**config.mk**
```make
export PLATFORM = sky130hd
export DESIGN_NAME = bsh_queue
export DESIGN_NICKNAME = d
export VERILOG_FILES = /design/src/rtl/core/bsh_pkg.sv /design/src/rtl/core/bsh_queue.sv
export SDC_FILE = /design/constraint.sdc
export NUM_CORES = 1
export LEC_CHECK = 0
export BUFFER_PORTS_ARGS = -buffer_cell sky130_fd_sc_hd__buf_2
export CAP_MARGIN = 20
export CORE_MARGIN = 3
export CORE_UTILIZATION = 55
export DETAILED_ROUTE_END_ITERATION = 7
export GPL_TIMING_DRIVEN = 0
export PLACE_DENSITY_LB_ADDON = 0.3
export SLEW_MARGIN = 20
export SYNTH_ARGS = -nofsm -noshare
export SYNTH_HDL_FRONTEND = slang
export SYNTH_SLANG_ARGS = --single-unit
```
**constraint.sdc**
```tcl
create_clock -name aclk -period 3.3 [get_ports aclk]
set_clock_uncertainty 0.05 [all_clocks]
set_input_delay 0.165 -clock aclk [delete_from_list [all_inputs] [get_ports aclk]]
set_output_delay 0.165 -clock aclk [all_outputs]
set_load 0.01 [all_outputs]
```
**src/rtl/core/bsh_pkg.sv**
```systemverilog
// ---------------------------------------------------------------------------
// bsh_pkg
// Shared constants and types for the bitset signature hash block.
// ---------------------------------------------------------------------------
package bsh_pkg;

    localparam int unsigned WORD_W = 64;
    localparam int unsigned HALF_W = 32;

    // Finalizer multipliers and the golden-ratio constant of the combine step.
    localparam logic [WORD_W-1:0] FMIX_C1 = 64'hff51afd7ed558ccd;
    localparam logic [WORD_W-1:0] FMIX_C2 = 64'hc4ceb9fe1a85ec53;
    localparam logic [WORD_W-1:0] GOLDEN  = 64'h9e3779b97f4a7c15;

    localparam int unsigned FMIX_SHIFT  = 33;
    localparam int unsigned COMBINE_SHL = 6;
    localparam int unsigned COMBINE_SHR = 2;

    // Depth of the queue between the front and the back.
    localparam int unsigned QUEUE_DEPTH = 4;
    localparam int unsigned QPTR_W      = $clog2(QUEUE_DEPTH);
    localparam int unsigned QCNT_W      = $clog2(QUEUE_DEPTH + 1);

    // Sideband flags of a request as it travels through the front.
    typedef struct packed {
        logic last_word;
        logic no_word;
    } item_flags_t;

    // One queued request: the mixed word and its flags.
    typedef struct packed {
        logic [WORD_W-1:0] mixed;
        item_flags_t       flags;
    } queue_item_t;

endpackage

```
**src/rtl/core/bsh_queue.sv**
```systemverilog
// ---------------------------------------------------------------------------
// bsh_queue
// Small register queue that decouples the front from the back.
// ---------------------------------------------------------------------------
module bsh_queue
    import bsh_pkg::*;
(
    input  logic        aclk,
    input  logic        aresetn,
    input  logic        wr_valid,
    output logic        wr_ready,
    input  queue_item_t wr_item,
    output logic        rd_valid,
    input  logic        rd_ready,
    output queue_item_t rd_item
);

    queue_item_t       mem_reg [QUEUE_DEPTH];
    logic [QPTR_W-1:0] wr_ptr_reg, rd_ptr_reg;
    logic [QCNT_W-1:0] count_reg;
    logic              push, pop;

    assign wr_ready = count_reg != QCNT_W'(QUEUE_DEPTH);
    assign rd_valid = count_reg != '0;
    assign push     = wr_valid && wr_ready;
    assign pop      = rd_valid && rd_ready;
    assign rd_item  = mem_reg[rd_ptr_reg];

    always_ff @(posedge aclk) begin
        if (!aresetn) begin
            wr_ptr_reg <= '0;
            rd_ptr_reg <= '0;
            count_reg  <= '0;
        end else begin
            if (push) begin
                wr_ptr_reg <= wr_ptr_reg + 1'b1;
            end
            if (pop) begin
                rd_ptr_reg <= rd_ptr_reg + 1'b1;
            end
            if (push && !pop) begin
                count_reg <= count_reg + 1'b1;
            end else if (pop && !push) begin
                count_reg <= count_reg - 1'b1;
            end
        end
    end

    always_ff @(posedge aclk) begin
        if (push) begin
            mem_reg[wr_ptr_reg] <= wr_item;
        end
    end

endmodule

```
==> metrics <==
status finished clean; Netlist Area Pre-Place 10000 µm²; Period Utilization, post-route 75.4%; power density cells 738 nW/µm²; Antenna Cells 0; Post-DRT Antenna Nets 0; switching pwr 2.34 mW; Worst Hold Launch rd_ready; GPL Wtd Cong 0.664; Synth Register Bits 273; sequential power share 46.7%; Critical R2R Launch count_reg[0]$_SDFFE_PN0P_; Final nets 704; syn nets 468; CTS tree done; I/O pins 138; Routed WL per cell 20.3 µm; All-Layer GR Usage 18.5%; Clock Latency Late Sink 0.51 ns; Initial Util 57.0%; total CTS buffers 27; Yosys warning count 0; die span in y 141 µm; H-tree Lvls 1; grt peak-use layer met2; via density per instance 5.48; DP Cell Count 757; crit path time final 2.49 ns; worst setup path class flip-flop to flip-flop; vias in the first global route 5195; DRC 0; post-route setup TNS 0 ns; CP Launch Type flip-flop; vias 4772; Max Cap Viol 0; port buffer count 136; Main synth FF type edfxtp_1; clock share of power 29.2%; core outline area 17500 µm²; Worst Path Required 3.68 ns; CTS root buf clkbuf_16; Hold WS 0.0723 ns; leakage 4.30 nW; Yosys top cell by area edfxtp_1; initial antenna violation count 0; Seq/Total Area, Yosys 81.1%; Internal 6.91 mW; Comb pwr share 24.1%; switching portion of total power 25.3%; clk buf depth 3; Final Hold Fails 0; dpl hpwl 10500 µm; asr flop ratio synth 0%; crit-path max FO 7; worst-margin pin slew 0.676 ns; Post-Syn Area per Cell 25.5 µm²; grt total ovfl 0; Slew headroom 54.9%; most frequent cell after synthesis edfxtp_1; worst vdd ir 0.000500 V; GR Util met3 3.39%; first-pass GRT wire length 28400 µm; drt total wl 17700 µm; max reg flops 264; number of clock sinks 273; endpoint kind of the worst setup timing path flip-flop; cells after synthesis 392; Worst Path Arrival 2.87 ns; Die Span X 141 µm; clock slew at reported path FFs 0.06 ns; Initial DRC Count 295; FP Rows 48; max-slew violations 0; largest net degree at the start of global routing 45; share of cells above drive strength 1 39.6%; Worst Hold Class primary input to flip-flop; top cell type's share of synthesized area 79.3%; met2 Track Usage GR 31.8%; unrepaired setup endpoints after global routing false; number of synthesized flops with an enable pin 264; post-synthesis cell type count 23; 1st-pass router iterations 4; area delta synth->final 25.4%; final non-filler cell total 871; met1 Track Usage GR 25.1%; crit path from count_reg[0]$_SDFFE_PN0P_; PostCTS Resize Cnt 0; Total Power 9.25 mW; final setup fails 0; synth top area cells edfxtp_1 (79%), mux4_2 (15%), dfxtp_1 (1.8%), ha_1 (0.63%), buf_6 (0.56%); commonest cells in the synthesized netlist edfxtp_1 (264), mux4_2 (66), dfxtp_1 (9), and2_1 (8); die area 19800 µm²; fmax 0.402 GHz
## power by group through the flow
| stage | logic [mW] | clock network [mW] | registers [mW] |
|---|---|---|---|
| after floorplan | 1.44 | 0 | 4.37 |
| after global placement | 2.14 | 0 | 4.40 |
| after detailed placement | 2.21 | 0 | 4.39 |
| after CTS | 2.29 | 2.78 | 4.32 |
| after global routing | 2.41 | 2.94 | 4.34 |
| final | 2.23 | 2.70 | 4.32 |
## worst max-delay path, stage by stage (launching register included)
cell and delay, ns:
dfxtp_1 0.47, nor2_1 0.11, a21boi_2 0.36, ha_1 0.28, inv_1 0.08, fa_1 0.39, xor2_1 0.19, or3_1 0.30
a21boi_0 0.18
## area by class of cell
cell class	count	area (µm²)
fill	1034	5000
buffer	15	108
sequential	273	8110
clock buffer	34	702
timing repair buffer	207	1460
inverter	3	11.3
clock inverter	13	80.1
multi-input combinational	101	1780
tap	225	282
## worst paths after layout
path                                                   end  slack [ns]  cells past startpoint
worst min register to register  wr_ptr_reg[1]$_SDFFE_PN0P_        0.46                      2
worst min-delay path                             flip-flop        0.07                      4
worst max-delay path             count_reg[2]$_SDFFE_PN0P_        0.81                      8
worst max register to register   count_reg[2]$_SDFFE_PN0P_        0.81                      8
## timing repair
item / in CTS / in global routing
hold endpoints to repair: 268 / 0
buffers inserted: 0 / 0
hold buffers: 67 / 0
## stage by stage
stage / worst slack [ns] / instance area [µm²] / util [%]
after floorplan: 0.425 / 10000 / -
after global placement: -0.835 / 11000 / 62.5
after detailed placement: 0.817 / 11100 / 63.2
after CTS: 0.799 / 12500 / 71.5
after global routing: 0.692 / 12500 / 71.5
final: 0.810 / 12500 / 71.5
## kinds of logic (layout without fill, tap and decap cells)
group	count (synthesis)	in the layout	synth area share (%)
simple gates	17	17	0.914
compound gates	5	5	0.451
mux	69	69	15.2
flops	273	273	81.1
buf+inv	18	272	1.19
xor+xnor	4	4	0.351
fa+ha+maj	6	6	0.826
## metal layers
metal	up-vias	part of all wire (%)	wire [µm]
li1	2143	-	-
met1	2438	40	7120
met2	160	52	9210
met3	31	5.6	986
met4	0	2.0	347
met5	-	0	0
## placed cells by master (no fill, tap or decap)
master | Yosys | routed
fa_1 | 1 | 1
mux2i_1 | 3 | 3
inv_1 | 3 | 3
buf_16 | 0 | 4
nor2b_1 | 1 | 1
nor2_1 | 1 | 1
clkbuf_1 | 3 | 10
clkbuf_16 | 0 | 27
and2_1 | 8 | 4
dfxtp_1 | 9 | 9
xor2_1 | 1 | 1
edfxtp_1 | 264 | 264
a21boi_0 | 1 | 1
buf_4 | 2 | 2
a21boi_2 | 1 | 1
and2_4 | 0 | 4
o21ai_0 | 1 | 1
o311ai_1 | 1 | 1
xnor2_1 | 3 | 3
buf_2 | 5 | 141
bufinv_16 | 0 | 1
dlygate4sd3_1 | 0 | 67
clkinv_1 | 0 | 8
mux4_2 | 66 | 66
buf_6 | 5 | 5
clkinv_2 | 0 | 4
ha_1 | 5 | 5
or3_1 | 2 | 2
nand2_1 | 5 | 5
o31ai_2 | 1 | 1
No activity file was read; power rests on OpenSTA's default activity.
